<file path="src/rtl/abts_pkg.sv">
`default_nettype none
// ----------------------------------------------------------------------------
// abts_pkg
// Shared constants for the array binary tree store: store size, field widths,
// status codes and the letter range accepted on insert.
// ----------------------------------------------------------------------------
package abts_pkg;

    // slots of the tree store, numbered from 1
    localparam int STORE_SLOTS = 256;

    // field widths
    localparam int IDX_W = 8;
    localparam int CNT_W = 8;
    localparam int ST_W  = 3;

    // only indices below 2**IDX_W can ever be filled
    localparam int MEM_DEPTH = (STORE_SLOTS < (1 << IDX_W)) ? STORE_SLOTS : (1 << IDX_W);
    localparam int MEM_AW    = $clog2(MEM_DEPTH);

    // wide enough for STORE_SLOTS at the top of its range
    localparam int LIM_W = 17;
    localparam logic [LIM_W-1:0] SLOT_LIM = LIM_W'(STORE_SLOTS);

    // actions
    localparam logic ACT_INSERT = 1'b0;
    localparam logic ACT_DELETE = 1'b1;

    // status codes
    localparam logic [ST_W-1:0] ST_DONE         = 3'd0;
    localparam logic [ST_W-1:0] ST_BAD_INDEX    = 3'd1;
    localparam logic [ST_W-1:0] ST_BAD_LETTER   = 3'd2;
    localparam logic [ST_W-1:0] ST_PARENT_EMPTY = 3'd3;
    localparam logic [ST_W-1:0] ST_OCCUPIED     = 3'd4;
    localparam logic [ST_W-1:0] ST_SLOT_EMPTY   = 3'd5;
    localparam logic [ST_W-1:0] ST_HAS_CHILD    = 3'd6;

    // accepted letters
    localparam logic [7:0] LETTER_FIRST = 8'd65;
    localparam logic [7:0] LETTER_LAST  = 8'd90;

endpackage
`default_nettype wire

</file>
<file path="src/rtl/abts_ram.sv">
`default_nettype none
// ----------------------------------------------------------------------------
// abts_ram
// Simple dual-port RAM: one write port, one read port with registered data.
// ----------------------------------------------------------------------------
module abts_ram #(
    parameter int DEPTH = 256,
    parameter int AW    = 8,
    parameter int DW    = 1
) (
    input  wire logic          i_clk,
    input  wire logic          i_we,
    input  wire logic [AW-1:0] i_waddr,
    input  wire logic [DW-1:0] i_wdata,
    input  wire logic [AW-1:0] i_raddr,
    output logic      [DW-1:0] o_rdata
);

    logic [DW-1:0] r_mem [DEPTH];
    logic [DW-1:0] r_rdata;

    always_ff @(posedge i_clk) begin
        if (i_we) begin
            r_mem[i_waddr] <= i_wdata;
        end
        r_rdata <= r_mem[i_raddr];
    end

    assign o_rdata = r_rdata;

endmodule
`default_nettype wire

</file>
<file path="src/rtl/array_binary_tree_store_core.sv">
`default_nettype none
// ----------------------------------------------------------------------------
// array_binary_tree_store_core
// Binary tree kept as a flat store of slots numbered from 1; inserts a node
// under a present parent or deletes a present leaf, one request at a time.
// ----------------------------------------------------------------------------
// A request is taken when start is high and busy is low; its result word
// appears on o_status, o_node_count and o_max_index for exactly one cycle with
// o_valid high, and must be captured then. All store lookups go through one
// RAM read port with a registered output, one lookup at a time: a rejected
// request ends at its first failed check, an insert reads the parent, then the
// slot, a delete reads the slot and both children, and a delete of the highest
// used slot then walks the highest index down, reading each slot below it until
// one is filled or it reaches zero. The result strobe follows in the cycle after
// completion, while busy is already low. After reset the block clears all
// MEM_DEPTH (256) slots, one slot a cycle, with busy high, before any request.
// ----------------------------------------------------------------------------
module array_binary_tree_store_core (
    input  wire logic                       i_clk,
    input  wire logic                       i_rst_n,
    input  wire logic                       start,
    output logic                            busy,
    input  wire logic                       i_action,
    input  wire logic [abts_pkg::IDX_W-1:0] i_node_index,
    input  wire logic [7:0]                 i_letter,
    output logic                            o_valid,
    output logic [abts_pkg::ST_W-1:0]       o_status,
    output logic [abts_pkg::CNT_W-1:0]      o_node_count,
    output logic [abts_pkg::IDX_W-1:0]      o_max_index
);

    localparam int AW = abts_pkg::MEM_AW;

    localparam logic [2:0] S_CLEAR    = 3'd0;
    localparam logic [2:0] S_IDLE     = 3'd1;
    localparam logic [2:0] S_CHECK    = 3'd2;
    localparam logic [2:0] S_RD1      = 3'd3;
    localparam logic [2:0] S_RD2      = 3'd4;
    localparam logic [2:0] S_RD3      = 3'd5;
    localparam logic [2:0] S_WALK_RD  = 3'd6;
    localparam logic [2:0] S_WALK_CHK = 3'd7;

    logic [2:0]                  r_state,  n_state;
    logic [AW-1:0]               r_clr,    n_clr;
    logic                        r_action, n_action;
    logic [abts_pkg::IDX_W-1:0]  r_idx,    n_idx;
    logic [7:0]                  r_letter, n_letter;
    logic [abts_pkg::CNT_W-1:0]  r_count,  n_count;
    logic [abts_pkg::IDX_W-1:0]  r_top,    n_top;
    logic                        r_kid,    n_kid;

    logic                        r_out_valid;
    logic [abts_pkg::ST_W-1:0]   r_out_status;
    logic [abts_pkg::CNT_W-1:0]  r_out_count;
    logic [abts_pkg::IDX_W-1:0]  r_out_top;

    logic                        n_done;
    logic [abts_pkg::ST_W-1:0]   n_status;

    logic                        mem_we;
    logic [AW-1:0]               mem_waddr;
    logic                        mem_wdata;
    logic [AW-1:0]               mem_raddr;
    logic                        mem_rdata;

    logic                        idx_ok;
    logic [abts_pkg::IDX_W-1:0]  parent;
    logic [abts_pkg::IDX_W:0]    left_kid;
    logic [abts_pkg::IDX_W:0]    right_kid;
    logic [abts_pkg::IDX_W:0]    top_ext;

    // presence only: a filled slot always holds a nonzero letter
    abts_ram #(
        .DEPTH (abts_pkg::MEM_DEPTH),
        .AW    (AW),
        .DW    (1)
    ) u_store (
        .i_clk   (i_clk),
        .i_we    (mem_we),
        .i_waddr (mem_waddr),
        .i_wdata (mem_wdata),
        .i_raddr (mem_raddr),
        .o_rdata (mem_rdata)
    );

    assign idx_ok    = (r_idx != '0) &&
                       ({{(abts_pkg::LIM_W-abts_pkg::IDX_W){1'b0}}, r_idx} < abts_pkg::SLOT_LIM);
    assign parent    = r_idx >> 1;
    assign left_kid  = {r_idx, 1'b0};
    assign right_kid = {r_idx, 1'b1};
    assign top_ext   = {1'b0, r_top};

    always_comb begin
        n_state   = r_state;
        n_clr     = r_clr;
        n_action  = r_action;
        n_idx     = r_idx;
        n_letter  = r_letter;
        n_count   = r_count;
        n_top     = r_top;
        n_kid     = r_kid;
        n_done    = 1'b0;
        n_status  = abts_pkg::ST_DONE;
        mem_we    = 1'b0;
        mem_waddr = r_clr;
        mem_wdata = 1'b0;
        mem_raddr = r_idx[AW-1:0];

        case (r_state)
            S_CLEAR: begin
                mem_we    = 1'b1;
                mem_waddr = r_clr;
                n_clr     = r_clr + 1'b1;
                if (r_clr == AW'(abts_pkg::MEM_DEPTH - 1)) begin
                    n_state = S_IDLE;
                end
            end
            S_IDLE: begin
                if (start) begin
                    n_action = i_action;
                    n_idx    = i_node_index;
                    n_letter = i_letter;
                    n_state  = S_CHECK;
                end
            end
            S_CHECK: begin
                if (!idx_ok) begin
                    n_done   = 1'b1;
                    n_status = abts_pkg::ST_BAD_INDEX;
                    n_state  = S_IDLE;
                end else if (r_action == abts_pkg::ACT_INSERT) begin
                    if (r_letter < abts_pkg::LETTER_FIRST || r_letter > abts_pkg::LETTER_LAST) begin
                        n_done   = 1'b1;
                        n_status = abts_pkg::ST_BAD_LETTER;
                        n_state  = S_IDLE;
                    end else begin
                        mem_raddr = parent[AW-1:0];
                        n_state   = S_RD1;
                    end
                end else begin
                    if (r_idx > r_top) begin
                        n_done   = 1'b1;
                        n_status = abts_pkg::ST_SLOT_EMPTY;
                        n_state  = S_IDLE;
                    end else begin
                        mem_raddr = r_idx[AW-1:0];
                        n_state   = S_RD1;
                    end
                end
            end
            S_RD1: begin
                if (r_action == abts_pkg::ACT_INSERT) begin
                    // root has no parent to check
                    if (r_idx != abts_pkg::IDX_W'(1) && !mem_rdata) begin
                        n_done   = 1'b1;
                        n_status = abts_pkg::ST_PARENT_EMPTY;
                        n_state  = S_IDLE;
                    end else begin
                        mem_raddr = r_idx[AW-1:0];
                        n_state   = S_RD2;
                    end
                end else begin
                    if (!mem_rdata) begin
                        n_done   = 1'b1;
                        n_status = abts_pkg::ST_SLOT_EMPTY;
                        n_state  = S_IDLE;
                    end else begin
                        mem_raddr = left_kid[AW-1:0];
                        n_state   = S_RD2;
                    end
                end
            end
            S_RD2: begin
                if (r_action == abts_pkg::ACT_INSERT) begin
                    n_done  = 1'b1;
                    n_state = S_IDLE;
                    if (mem_rdata) begin
                        n_status = abts_pkg::ST_OCCUPIED;
                    end else begin
                        mem_we    = 1'b1;
                        mem_waddr = r_idx[AW-1:0];
                        mem_wdata = 1'b1;
                        n_count   = r_count + 1'b1;
                        if (r_idx > r_top) begin
                            n_top = r_idx;
                        end
                    end
                end else begin
                    // children above the highest index count as absent
                    n_kid     = (left_kid <= top_ext) && mem_rdata;
                    mem_raddr = right_kid[AW-1:0];
                    n_state   = S_RD3;
                end
            end
            S_RD3: begin
                if (r_kid || ((right_kid <= top_ext) && mem_rdata)) begin
                    n_done   = 1'b1;
                    n_status = abts_pkg::ST_HAS_CHILD;
                    n_state  = S_IDLE;
                end else begin
                    mem_we    = 1'b1;
                    mem_waddr = r_idx[AW-1:0];
                    mem_wdata = 1'b0;
                    if (r_count != '0) begin
                        n_count = r_count - 1'b1;
                    end
                    if (r_idx == r_top) begin
                        n_top   = r_idx - 1'b1;
                        n_state = S_WALK_RD;
                    end else begin
                        n_done  = 1'b1;
                        n_state = S_IDLE;
                    end
                end
            end
            S_WALK_RD: begin
                if (r_top == '0) begin
                    n_done  = 1'b1;
                    n_state = S_IDLE;
                end else begin
                    mem_raddr = r_top[AW-1:0];
                    n_state   = S_WALK_CHK;
                end
            end
            S_WALK_CHK: begin
                if (mem_rdata) begin
                    n_done  = 1'b1;
                    n_state = S_IDLE;
                end else begin
                    n_top   = r_top - 1'b1;
                    n_state = S_WALK_RD;
                end
            end
            default: begin
                n_state = S_IDLE;
            end
        endcase
    end

    always_ff @(posedge i_clk) begin
        if (!i_rst_n) begin
            r_state     <= S_CLEAR;
            r_clr       <= '0;
            r_count     <= '0;
            r_top       <= '0;
            r_out_valid <= 1'b0;
        end else begin
            r_state     <= n_state;
            r_clr       <= n_clr;
            r_count     <= n_count;
            r_top       <= n_top;
            r_out_valid <= n_done;
        end
    end

    always_ff @(posedge i_clk) begin
        r_action <= n_action;
        r_idx    <= n_idx;
        r_letter <= n_letter;
        r_kid    <= n_kid;
        if (n_done) begin
            r_out_status <= n_status;
            r_out_count  <= n_count;
            r_out_top    <= n_top;
        end
    end

    assign busy         = (r_state != S_IDLE);
    assign o_valid      = r_out_valid;
    assign o_status     = r_out_status;
    assign o_node_count = r_out_count;
    assign o_max_index  = r_out_top;

`ifndef SYNTHESIS
    // every request leaves S_IDLE for S_CHECK before it can end, so strobes never touch
    a_strobe_single: assert property (@(posedge i_clk) disable iff (!i_rst_n)
        o_valid |=> !o_valid)
        else $error("result strobe high in two cycles in a row");

    a_take_busy: assert property (@(posedge i_clk) disable iff (!i_rst_n)
        (start && !busy) |=> busy)
        else $error("accepted word did not raise busy");

    // nodes sit at slots 1..top, so the count cannot pass the top index
    a_count_le_top: assert property (@(posedge i_clk) disable iff (!i_rst_n)
        (r_state == S_IDLE) |-> (r_count <= r_top))
        else $error("node count above highest index");

    a_empty_top: assert property (@(posedge i_clk) disable iff (!i_rst_n)
        (r_state == S_IDLE && r_count == '0) |-> (r_top == '0))
        else $error("empty tree with nonzero highest index");

    a_walk_down: assert property (@(posedge i_clk) disable iff (!i_rst_n)
        (r_state == S_WALK_CHK) |=> (r_top <= $past(r_top)))
        else $error("top index grew during walk");
`endif

endmodule
`default_nettype wire

</file>
<file path="config.mk">
export PLATFORM = sky130hd
export DESIGN_NAME = array_binary_tree_store_core
export DESIGN_NICKNAME = d
export VERILOG_FILES = /design/src/rtl/abts_pkg.sv /design/src/rtl/abts_ram.sv /design/src/rtl/array_binary_tree_store_core.sv
export SDC_FILE = /design/constraint.sdc
export NUM_CORES = 1
export LEC_CHECK = 0
export BUFFER_PORTS_ARGS = -buffer_cell sky130_fd_sc_hd__buf_4
export CORE_ASPECT_RATIO = 0.9
export CORE_MARGIN = 3
export CORE_UTILIZATION = 55
export DETAILED_ROUTE_END_ITERATION = 8
export PLACE_DENSITY_LB_ADDON = 0.1
export SLEW_MARGIN = 20
export SYNTH_ARGS = -nofsm -noshare
export SYNTH_HDL_FRONTEND = slang
export SYNTH_SLANG_ARGS = --single-unit
export TNS_END_PERCENT = 30
</file>
<file path="constraint.sdc">
create_clock -name i_clk -period 16 [get_ports i_clk]
set_input_delay 1.6 -clock i_clk [delete_from_list [all_inputs] [get_ports i_clk]]
set_output_delay 1.6 -clock i_clk [all_outputs]
set_load 0.05 [all_outputs]
</file>
==> metrics.txt <==
hold buffers post-CTS=0; clk_lat worst skew=520 ps; Worst-path clk slew=60 ps; status=completed; Startpoint Class=flop; Initial Utilization=56.8%; H-tree depth=2; Clock Skew=17.1 ps; Synth Area per Inst=10.6 um2; Worst path most repeated cell=buf_4; crit path max fanout=77; ranking of synthesized cells by area=edfxtp_1, nor2_1, nand2_1; Setup WS pre-CTS=10940 ps; syn nets=1557; Crit path buffers/inverters=3; Final WS setup=10780 ps; Main synth FF type=edfxtp_1; post-CTS setup buffers=0; Critical Path AT=5630 ps; max_cap viols=0; FMAX=191 MHz; Max Transition Viols Final=0; EDFF count, synth=293; DR top layer=met4; n_diodes=0; CP max stage delay=880 ps; CTS sink cnt=322; top cell type's share of synthesized area=54.6%; initial antenna violation count=0; min Tclk post-route=5220 ps; CTS tree=done; pin count of the biggest net entering global routing=257; Slew HR=21.1%; CTS max path bufs=3; share of layout cells above drive strength 1=8.10%; peak supply drop=0.0000688 V; # DRC=0; Non-Filler Instances=1920; DR WL met2=19800 um; Layout Nets=1551; First DRT Iteration DRCs=1616; DR vias=12300; endpoints failing setup=0; worst setup path category=flop to flop; all-layer global routing usage=27.9%; CP Capture Type=flop; WL per Instance=23.1 um; Die Y=168 um; I/O Pins=41; critical path cell sequence=inv_1 > ha_1 > nor3b_1 > a21oi_1 > and4_1 > nor3_4 > buf_4 > buf_4 > mux2_2 > o211ai_1 > a41oi_1 > a2111oi_2 > nand3_1 > a22o_1; CTS resizes=0; clock root buffer=clkbuf_16; # fillers=2327; Core Box Area=0.0284 mm2; Met1 Routed Length=19000 um; top cell family by delay on the critical path=buffers and inverters; RSZ-0062 raised after global routing=false; WL met3=4480 um; Die ar.=0.0314 mm2; Tcrit/Tclk final=32.6%; Overall Power=1.65 mW; number of global-route vias before repair=11500; register area share after synthesis=58.2%; first drt pass iteration count=5; CTS buffer count=35; DIE WIDTH=186 um; area leader, netlist=edfxtp_1; dpl hpwl=27300 um; post-route ant nets=0; Setup TNS Final=0 ps; YS warnings=0; Worst path slowest cell=buf_4; RePlAce Congestion=0.924; total global routing overflow=0; row count=58; Async SR Flop Fraction=0%; leakage power=5.73 nW; Hold Violations, Final=0; Req. time, crit path=16410 ps; Cells after DPL=1861; first-pass GRT wire length=68200 um; P&R area growth vs syn=9.14%; synthesized instance count=1514; IO Port Bufs=40; HP Class=flop to flop; Unique masters post-synth=84; Power per Cell Area=94.0 mW/mm2; synthesized cell area=0.0161 mm2; final WL=44400 um; vias per std cell=6.41; synthesized flop and latch total=322; Slew @ Worst Pin=1180 ps
## worst min-delay path: stages, from the launching register on
cell and delay, ps:
dfxtp_1 380, nand2_1 90, a21boi_0 70
## synth_stat cells, drive strengths merged (16+ instances only)
cell type	n
inv	19
edfxtp	293
mux2i	61
nand4	16
nor2	288
a211oi	16
nand2	206
nand2b	18
ha	23
and2	23
buf	25
nand3	48
dfxtp	29
a21oi	71
o21ai	37
clkbuf	71
xnor2	17
nor3	21
## cell families (layout without fill, tap and decap cells)
| family | Yosys count | after routing | synth area share, % |
|---|---|---|---|
| AO/OA/AOI/OAI | 289 | 289 | 12.9 |
| XOR/XNOR | 18 | 18 | 0.979 |
| multiplexers | 69 | 69 | 4.35 |
| adder cells (fa/ha/maj) | 23 | 23 | 1.79 |
| AND/OR/NAND/NOR | 676 | 676 | 18.5 |
| buffers and inverters | 117 | 133 | 3.26 |
| flip-flops | 322 | 322 | 58.2 |
## path summary, 6_finish.rpt
check | depth (start not counted) | endpoint | slack (ps) | from
min reg2reg | 2 | r_clr[1] | 590 | r_clr[1]
max reg2reg | 14 | u_store.o_rdata | 10780 | r_idx[0]
min | 2 | r_clr[1] | 590 | r_clr[1]
max | 14 | u_store.o_rdata | 10780 | r_idx[0]
## power by group
group	internal, mW	total, mW	switching, mW
combinational	0.00623	0.0236	0.0174
sequential	0.906	0.908	0.00157
clock	0.402	0.720	0.318
total	1.31	1.65	0.337
## metrics by stage
stage	hold slack [ps]	util, %	instance area (um2)
floorplan	517	-	16100
global placement	567	58.4	16600
detailed placement	579	58.4	16600
CTS	588	61.9	17600
global route	626	61.9	17600
finish	593	61.9	17600
## cell usage in the layout, fill, tap and decap left out, types with 8 or more instances in the layout
master	count
a221oi_1	10
nor3_1	19
a22oi_1	12
nand2_1	206
a31oi_1	10
a211oi_1	16
dfxtp_1	29
xnor2_1	17
clkbuf_1	10
nand4_1	16
nand3_1	47
ha_1	23
nor2b_1	8
a22o_1	13
a32oi_1	11
nor2_1	287
nand2b_1	18
buf_4	52
inv_1	19
a21o_1	13
a21oi_1	70
clkbuf_16	35
and3_1	10
a21boi_0	10
mux2i_1	61
clkinv_1	8
edfxtp_1	293
o21ai_0	31
and2_1	23
a221o_1	9
## per-layer routing
metal / vias to the layer above / GRT usage, %
li1: 5539 / -
met1: 6021 / 40.7
met2: 641 / 43.4
met3: 97 / 5.29
met4: 0 / 7.53
met5: - / 0
## cell type report
cell class,instances,area [um2],area share (%)
multi-input cells,1075,6230,35.5
clock buffers,45,913,5.20
clock inverters,14,70.1,0.399
inverters,21,78.8,0.449
well taps,390,488,2.78
flip-flops and latches,322,9380,53.4
repair buffers,53,410,2.34
## registers in the layout, summed over array words and instances (netlist names), 3 cells and up
signal / cells
r_clr: 8
o_node_count: 8
o_max_index: 8
r_top: 8
r_state: 3
u_store.r_mem: 256
r_count: 8
r_idx: 8
r_letter: 8
o_status: 3
Note: power is estimated with default switching activity, not from simulation.
